==> src/hw/rtl/lsm_ram.sv <==
`timescale 1ns / 1ps
module lsm_ram #(
    parameter int WIDTH = 8,
    parameter int DEPTH = 16,
    localparam int AW = (DEPTH > 1) ? $clog2(DEPTH) : 1
) (
    input  logic             i_clk,
    input  logic             i_we,
    input  logic [AW-1:0]    i_waddr,
    input  logic [WIDTH-1:0] i_wdata,
    input  logic [AW-1:0]    i_raddr,
    output logic [WIDTH-1:0] o_rdata
);

    logic [WIDTH-1:0] r_mem [DEPTH];
    logic [WIDTH-1:0] r_rdata;

    always_ff @(posedge i_clk) begin
        if (i_we) begin
            r_mem[i_waddr] <= i_wdata;
        end
        r_rdata <= r_mem[i_raddr];
    end

    assign o_rdata = r_rdata;

endmodule

==> config.mk <==
export PLATFORM = sky130hd
export DESIGN_NAME = lsm_ram
export DESIGN_NICKNAME = d
export VERILOG_FILES = /design/src/hw/rtl/lsm_ram.sv
export SDC_FILE = /design/constraint.sdc
export NUM_CORES = 1
export LEC_CHECK = 0
export BUFFER_PORTS_ARGS = -buffer_cell sky130_fd_sc_hd__buf_4
export CAP_MARGIN = 20
export CORE_MARGIN = 4
export CORE_UTILIZATION = 35
export CTS_BUF_LIST = sky130_fd_sc_hd__clkbuf_16
export CTS_CLUSTER_SIZE = 16
export DETAILED_ROUTE_END_ITERATION = 6
export GPL_TIMING_DRIVEN = 0
export HOLD_SLACK_MARGIN = 0.02
export PLACE_DENSITY = 0.5
export SYNTH_ARGS = -nofsm -noshare
export SYNTH_HDL_FRONTEND = slang
export SYNTH_SLANG_ARGS = --single-unit
==> constraint.sdc <==
create_clock -name i_clk -period 1.9 [get_ports i_clk]
set_clock_uncertainty 0.2 [all_clocks]
set_input_delay 0.285 -clock i_clk [delete_from_list [all_inputs] [get_ports i_clk]]
set_output_delay 0.285 -clock i_clk [all_outputs]
set_load 0.005 [all_outputs]
==> results of run 1 <==
## power by group
part | leakage [uW] | switching (uW) | internal [uW]
Sequential | 0.00122 | 17.2 | 3360
Combinational | 0.000569 | 192 | 159
Clock | 0.000266 | 1090 | 1590
Total | 0.00206 | 1300 | 5110
## worst reg2reg max path, cell delays in order (launching register included)
cell and delay [ns]:
edfxtp_1 0.35, mux4_1 0.53, a22oi_1 0.40, nand2_1 0.09
## cell type report
cell class                 count  share of cell area, %
buffer                        10                   1.41
timing repair buffer          31                   3.93
multi-input combinational     83                   17.4
clock inverter                15                  0.983
sequential                   136                   65.5
clock buffer                  17                   6.96
tap                          184                   3.77
## worst max path at each step
stage	startpoint	end	depth (start not counted)
floorplan	i_waddr[2]	r_mem[3][0]	2
global placement	i_waddr[3]	r_mem[4][4]	3
detailed placement	i_waddr[2]	r_mem[1][1]	3
CTS	i_waddr[2]	r_mem[1][3]	3
global route	i_waddr[2]	r_mem[1][3]	3
finish	i_waddr[2]	r_mem[3][7]	3
## registers in the layout, indices dropped and copies added, names as in the netlist
signal / flops
r_mem: 128
o_rdata: 8
## per-layer routing
metal,GRT usage [%],up-vias
li1,-,1076
met1,19.2,1228
met2,20.7,66
met3,4.00,13
met4,5.93,0
met5,0,-
## metrics by stage
| step | std cells | total power, uW | instance area (sq um) | utilization (%) |
|---|---|---|---|---|
| after floorplan | 229 | 3600 | 5150 | - |
| after global placement | 437 | 3780 | 5560 | 38.4 |
| after detailed placement | 440 | 3790 | 5580 | 38.6 |
| after CTS | 476 | 6480 | 6110 | 42.2 |
| after global routing | 476 | 6650 | 6110 | 42.2 |
| final | 476 | 6410 | 6110 | 42.2 |
## cells in the mapped netlist
cell,n
nor3_1,4
nand3_1,1
edfxtp_1,128
clkdlybuf4s25_2,3
or3b_2,1
buf_6,3
a22oi_1,16
nor2b_1,1
mux4_1,14
nor2_1,13
dfxtp_1,8
nand2_1,9
nand2b_1,2
buf_4,1
buf_2,3
and2b_1,1
mux4_2,18
and2_1,1
nand3b_1,2
## logic make-up after synthesis
| logic type | after synthesis | share of synthesized area, % |
|---|---|---|
| buf+inv | 10 | 1.68 |
| compound gates | 16 | 2.33 |
| mux | 32 | 15.0 |
| simple gates | 35 | 3.18 |
| flops | 136 | 77.8 |
## what timing repair did
action	4_1_cts	5_1_grt
hold buffers	4	0
endpoints found under the setup margin	0	0
endpoints found under the hold margin	64	0
==> impl_metrics.toml, run 1 <==
[worst_setup_path]
cpMaxStageDelayCell = "nor2_1"
crit_chain = "buf_4 > or3b_2 > nor2_1"
critPathKind = "primary input to register"
regToRegEndpoint = "o_rdata[2]"
critPathLaunchType = "primary input"
end_kind = "register"
critPathTopFamily = "simple AND/OR/NAND/NOR gates"
r2r_slack_ns = 0.21
path_buf_inv = 1
cp.required_ns = 1.74
worstReg2RegStart = "r_mem[1][2]"
reg2reg_depth = 3
cp.arrival_ns = 1.59
crit_fanout = 8
max_stage_delay_ns = 0.65

[sta]
report.final.slew_viol_count = 0
tightestPinTransition_ns = 0.836
whs_ns = 0.0221
setup_ws_ns = 0.152
post-route-period-util_pct = 92.0
slew_headroom_pct = 44.1
max_freq_mhz = 572
setup-violations-final = 0
fin_tns_setup_ns = 0
rsz0062_at_grt = "false"
period_minus_slack_ns = 1.75
timing_hold_violations_final = 0

[route]
routed.top_layer = "met4"
vias = 2383
wl_per_cell_um = 22.4
routed_wl_mm = 10.7
drt-met1-wl_mm = 4.89
met2_length_mm = 5.12
wl_met3_um = 513
dr.first_iter.drc_count = 282
routed_via_density = 5.01
first_pass_iters = 4
drc = 0
drtAntennaViolNets = 0

[grt]
antenna_found_initial = 0
grt.total_usage_pct = 13.9
overflow = 0
grt_pass1_wl_mm = 15.7
grt_pass1_vias = 2490
grt_max_degree = 17

[clock_network]
cts-buffers-inserted = 17
cts.path.max_buffers = 2
cts_tree = "done"
htreeDepth = 4
clk_latency_ns = 0.42
clock-sinks = 136
cts_root_buf = "clkbuf_16"
cts.reportedPaths.clkPinSlew_ns = 0.06
post_cts_buffers = 0
cts.repair.resized = 0

[placed_design]
place_congestion = 0.723
dp_slack_ns = -0.330
io_buffers = 24
place_hpwl_mm = 6.82

[yosys]
synthTopCellsByArea = "edfxtp_1 75%, mux4_2 7.9%, mux4_1 7.1%"
syn_avg_cell_area_sq_um = 22.5
synth_top_area_share_pct = 74.7
yosysUniqueCellTypes = 19
ys_seq_area_share_pct = 77.8
syn_nets = 247
synth.largest_area_cell = "edfxtp_1"
yosys_warnings = 0
synthCells = 229
ys_ff_latch = 136
syn_area_sq_um = 5150

[pwr]
p_per_area_nw_per_um2 = 1050
vdd_drop_max_v = 0.000860
cellLeakagePower_uw = 0.00206

[cells_and_area]
seqCellArea_sq_um = 4000
layout.nets = 297
layout_commonest_cell = "edfxtp_1"
diodes = 0
multi_input_area_sq_um = 1060
area_delta_synth_final_pct = 18.7
most-common-layout-cells = "128 x edfxtp_1, 27 x buf_4, 18 x mux4_2"
drive_gt1_share_pct = 26.4
fillers = 1279

[floorplanning]
die_h_um = 129
core_sq_um = 14500
start_util_pct = 35.6
fp-row-count = 44
io_pins = 26
die_area_sq_um = 16700
die_w_um = 129

[min_path]
min_from = "i_wdata[0]"
hold_path_end = "r_mem[10][0]"
hp-class = "primary input to register"
hold_depth = 1

[flow_run]
cap_violations = 0

[status]
status = "completed"
(Power assumes the default switching activity.)
==> inputs of run 2 (changes only) <==
==> constraint.sdc (replaced) <==
create_clock -name i_clk -period 1.5 [get_ports i_clk]
set_clock_uncertainty 0.2 [all_clocks]
set_input_delay 0.225 -clock i_clk [delete_from_list [all_inputs] [get_ports i_clk]]
set_output_delay 0.225 -clock i_clk [all_outputs]
set_load 0.005 [all_outputs]
==> run 2 against run 1 <==
Net effect:
- register-to-register slack worse by 0.20 ns
- critical endpoint is now o_rdata[4]
- highest routed layer unchanged
- sequential cell count unchanged
- clock power up 42%
==> impl_metrics.toml, run 2 (synthesis results as in run 1) <==
[cells_and_area]
largest_reg_flops = 128
area_delta_synth_final_pct = 21.9
layout.nets = 298
most-common-layout-cells = "128 x edfxtp_1, 27 x mux4_2, 24 x buf_4"
drive_gt1_share_pct = 38.2
instances_no_fill = 477
design_area_sq_um = 6280
top_register = "r_mem"
diodes = 0
layout_commonest_cell = "edfxtp_1"

[sta]
timing_hold_violations_final = 0
tightestPinTransition_ns = 0.825
rsz0062_at_grt = "true"
post-route-period-util_pct = 99.4
report.final.slew_viol_count = 0
setup_ws_ns = 0.00883
setup-violations-final = 0
max_freq_mhz = 671
slew_headroom_pct = 44.8
period_minus_slack_ns = 1.49

[worst_setup_path]
critPathKind = "register to register"
critPathLaunchType = "register"
crit_fanout = 1
end_kind = "register"
crit_chain = "mux4_2 > a22oi_2 > nand2_1"
cp.required_ns = 1.58
max_stage_delay_ns = 0.53
cp.arrival_ns = 1.57
cpMaxStageDelayCell = "mux4_2"

[clock_network]
cts_tree = "done"
clk_latency_ns = 0.40
cts.path.max_buffers = 2
cts_root_buf = "clkbuf_16"
htreeDepth = 4
cts.reportedPaths.clkPinSlew_ns = 0.06
clock-sinks = 136
cts-buffers-inserted = 17
post_cts_buffers = 0

[pwr]
cellLeakagePower_uw = 0.00206
vdd_drop_max_v = 0.000735
p_per_area_nw_per_um2 = 1360

[placed_design]
dpl.cell_count = 437
io_buffers = 24
placed_area_sq_um = 5590
dp_slack_ns = -0.427
place_congestion = 0.683
place_hpwl_mm = 6.64

[grt]
grt_pass1_wl_mm = 15.7
grt.total_usage_pct = 13.4
grt_pass1_vias = 2478
grt_max_degree = 17
antenna_found_initial = 0
overflow = 0

[route]
dr.first_iter.drc_count = 152
met2_length_mm = 5.15
first_pass_iters = 4
wl_per_cell_um = 21.9
vias = 2355
routed.top_layer = "met4"
routed_wl_mm = 10.4
wl_met3_um = 370
drtAntennaViolNets = 0
drc = 0
routed_via_density = 4.94
drt-met1-wl_mm = 4.81

[floorplanning]
io_pins = 26
core_sq_um = 14500
fp-row-count = 44
die_w_um = 129
die_h_um = 129
start_util_pct = 35.6
die_area_sq_um = 16700

[min_path]
hp-class = "primary input to register"

[status]
status = "completed"

[flow_run]
cap_violations = 0
## run 2: routing by layer
| layer | up-vias | global-route usage, % |
|---|---|---|
| met3 | 9 | 3.22 |
| met5 | - | 0 |
| met1 | 1233 | 19.0 |
| met4 | 0 | 4.26 |
| li1 | 1065 | - |
| met2 | 48 | 20.5 |
## run 2: final cells by class
cell class	instances	area, sq um
Clock inverter	15	123
Tap cell	184	230
Multi-Input combinational cell	83	1130
Clock buffer	17	425
Fill cell	1279	8200
Buffer	10	101
Timing Repair Buffer	32	260
Sequential cell	136	4000
## run 2: critical path: cells and delay by family (launching register included)
family | cells | cell delay (ns)
compound gates | 1 | 0.19
flops | 1 | 0.36
mux | 1 | 0.53
simple gates | 1 | 0.09
## run 2: where the power goes
part	leakage, uW	switching [uW]	internal, uW
Sequential	0.00122	20.3	4250
Combinational	0.000549	263	226
Clock	0.000282	1420	2390
## run 2: path summary, 6_finish.rpt
path	start	to	slack, ns	cells past startpoint
max	r_mem[7][4]	o_rdata[4]	0.009	3
min	i_waddr[1]	r_mem[0][4]	0.07	2
max reg2reg	r_mem[7][4]	o_rdata[4]	0.009	3
min reg2reg	r_mem[11][0]	o_rdata[0]	0.48	3
## run 2: per-stage QoR
| step | TNS, ns | hold slack, ns | total power [uW] | util, % |
|---|---|---|---|---|
| after global placement | -46.58 | 0.349 | 4800 | 38.6 |
| final | 0 | 0.0734 | 8560 | 43.4 |
| after detailed placement | -46.33 | 0.365 | 4810 | 38.6 |
| after global routing | -0.178 | 0.0654 | 8870 | 43.4 |
| after floorplan | -0.367 | 0.124 | 4580 | - |
| after CTS | -0.0520 | 0.0519 | 8630 | 43.1 |
## run 2: timing repair
action / 4_1_cts / 5_1_grt
hold buffers: 8 / 0
endpoints found under the setup margin: 16 / 48
gates resized for setup: 10 / 11
hold endpoints to repair: 128 / 0
pin swaps: 1 / 2
==> inputs of run 3 (changes only) <==
--- a/config.mk
+++ b/config.mk
@@ -15,6 +15,7 @@
 export GPL_TIMING_DRIVEN = 0
 export HOLD_SLACK_MARGIN = 0.02
 export PLACE_DENSITY = 0.5
+export SETUP_SLACK_MARGIN = 0.2
 export SYNTH_ARGS = -nofsm -noshare
 export SYNTH_HDL_FRONTEND = slang
 export SYNTH_SLANG_ARGS = --single-unit
==> run 3 against run 2 <==
Net effect:
- register-to-register slack about the same
- routed wire length up 1.6%
- fmax increased by 0.70%
- via count increased by 2.5%
- critical path type unchanged
- largest power group unchanged
- highest routed layer unchanged
==> impl_metrics.toml, run 3 (synthesis results as in run 1) <==
[status]
status = "completed"

[worst_setup_path]
critPathKind = "register to register"
cpMaxStageDelayCell = "mux4_2"
max_stage_delay_ns = 0.49
end_kind = "register"
path_buf_inv = 0
critPathLaunchType = "register"
crit_chain = "mux4_2 > a22oi_2 > nand2_1"
cp.arrival_ns = 1.57
cp.required_ns = 1.59
reg2reg_depth = 3
worstReg2RegStart = "r_mem[11][7]"
crit_fanout = 1
critPathTopFamily = "multiplexers"
r2r_slack_ns = 0.02
regToRegEndpoint = "o_rdata[7]"

[clock_network]
clk_latency_ns = 0.41
clock-sinks = 136
cts.reportedPaths.clkPinSlew_ns = 0.05
cts_root_buf = "clkbuf_16"
htreeDepth = 4
cts.path.max_buffers = 2
cts_tree = "done"
cts-buffers-inserted = 17

[pwr]
p_per_area_nw_per_um2 = 1290
p_switching_uw = 1700
p_int_uw = 6520
seq_power_share_pct = 52.0
p_clk_share_pct = 41.7
p_comb_share_pct = 6.3
p_sw_share_pct = 20.7
vdd_drop_max_v = 0.000891
power.total_uw = 8220
cellLeakagePower_uw = 0.00207

[sta]
tightestPinTransition_ns = 0.991
slew_headroom_pct = 33.7
rsz0062_at_grt = "true"
report.final.slew_viol_count = 0
post-route-period-util_pct = 98.7
setup-violations-final = 0
max_freq_mhz = 675
timing_hold_violations_final = 0
period_minus_slack_ns = 1.48

[cells_and_area]
drive_gt1_share_pct = 39.1
design_area_sq_um = 6380
multi_input_area_sq_um = 1180
seqCellArea_sq_um = 4000
top_register = "r_mem"
layout.nets = 304
fillers = 1265
largest_reg_flops = 128
most-common-layout-cells = "128 x edfxtp_1, 32 x mux4_2, 26 x buf_4"
diodes = 0
area_delta_synth_final_pct = 24.0
layout_commonest_cell = "edfxtp_1"

[route]
first_pass_iters = 4
routed_via_density = 5.00
wl_per_cell_um = 21.9
drtAntennaViolNets = 0
drc = 0
dr.first_iter.drc_count = 210
routed_wl_mm = 10.6
vias = 2413

[placed_design]
place_hpwl_mm = 6.52
place_congestion = 0.699
placed_area_sq_um = 5630
io_buffers = 24

[grt]
grt_pass1_vias = 2558
grt_pass1_wl_mm = 15.8
grt_max_degree = 17
antenna_found_initial = 0
grt.total_usage_pct = 13.6
overflow = 0

[floorplanning]
die_h_um = 129
io_pins = 26
die_area_sq_um = 16700
start_util_pct = 35.6
core_sq_um = 14500
die_w_um = 129
fp-row-count = 44

[flow_run]
cap_violations = 0

[min_path]
min_from = "i_raddr[1]"
hp-class = "primary input to register"
hold_path_end = "o_rdata[0]"
hold_depth = 4
[run 3: cell count changes in the layout (fill, tap and decap cells not counted), moves of 4 or more]
cell,delta
clkinv_1,+5
nor2_2,-10
mux4_1,-5
nor2_4,+12
mux4_2,+5
clkinv_2,-4
buf_12,+7
[run 3: worst register-to-register path, delay by kind of cell, from the launching register on]
kind            cells  cell delay (ns)
mux                 1             0.49
flops               1             0.37
compound gates      1             0.23
simple gates        1             0.08
[run 3: how the worst max path moves through the flow]
stage	startpoint	endpoint	cells past startpoint
detailed placement	i_waddr[2]	r_mem[11][0]	3
global placement	i_waddr[2]	r_mem[11][0]	3
global route	r_mem[11][2]	o_rdata[2]	3
CTS	r_mem[11][4]	o_rdata[4]	3
finish	r_mem[11][7]	o_rdata[7]	3
floorplan	i_waddr[2]	r_mem[0][0]	2
[run 3: final cells by class]
type                    instances  area share, %
plain buffers                  10           1.88
clock buffers                  17           6.67
clock inverters                15          0.961
multi-input cells              83           18.6
flip-flops and latches        136           62.7
well taps                     184           3.61
repair buffers                 38           5.57
[run 3: timing repair]
item                                   in CTS  in global routing
hold buffers                                8                  0
resized for setup                          17                  5
setup endpoints to repair                  88                 76
endpoints found under the hold margin     128                  0
setup buffers                               2                  4
gates cloned                                0                  0
pin swaps                                   3                  5
[run 3: power groups by stage]
stage	Sequential [uW]	Combinational [uW]	Clock (uW)
2_1_floorplan	4350	247	0
3_3_place_gp	4350	467	0
3_5_place_dp	4350	471	0
4_1_cts	4270	515	3500
5_1_grt	4280	556	3650
6_report	4270	515	3430
[run 3: stage by stage]
step           instances  setup TNS, ns  setup slack, ns  utilization (%)  hold slack [ns]
2_1_floorplan        229         -0.383          -0.0280                -            0.124
6_report             483              0           0.0192             44.1           0.0861
5_1_grt              483        -0.0732          -0.0257             44.1            0.106
3_3_place_gp         437         -39.29           -0.501             38.9            0.339
4_1_cts              479              0           0.0166             43.5           0.0562
3_5_place_dp         437         -39.84           -0.522             38.9            0.348
[run 3: metal layers]
metal | share of wire (%) | up-vias | GRT usage [%] | wire length (um)
met2 | 48 | 58 | 20.7 | 5130
met4 | 1.2 | 0 | 5.93 | 126
met1 | 46 | 1266 | 18.6 | 4830
li1 | - | 1079 | - | -
met3 | 4.8 | 10 | 3.50 | 514
met5 | 0 | - | 0 | 0
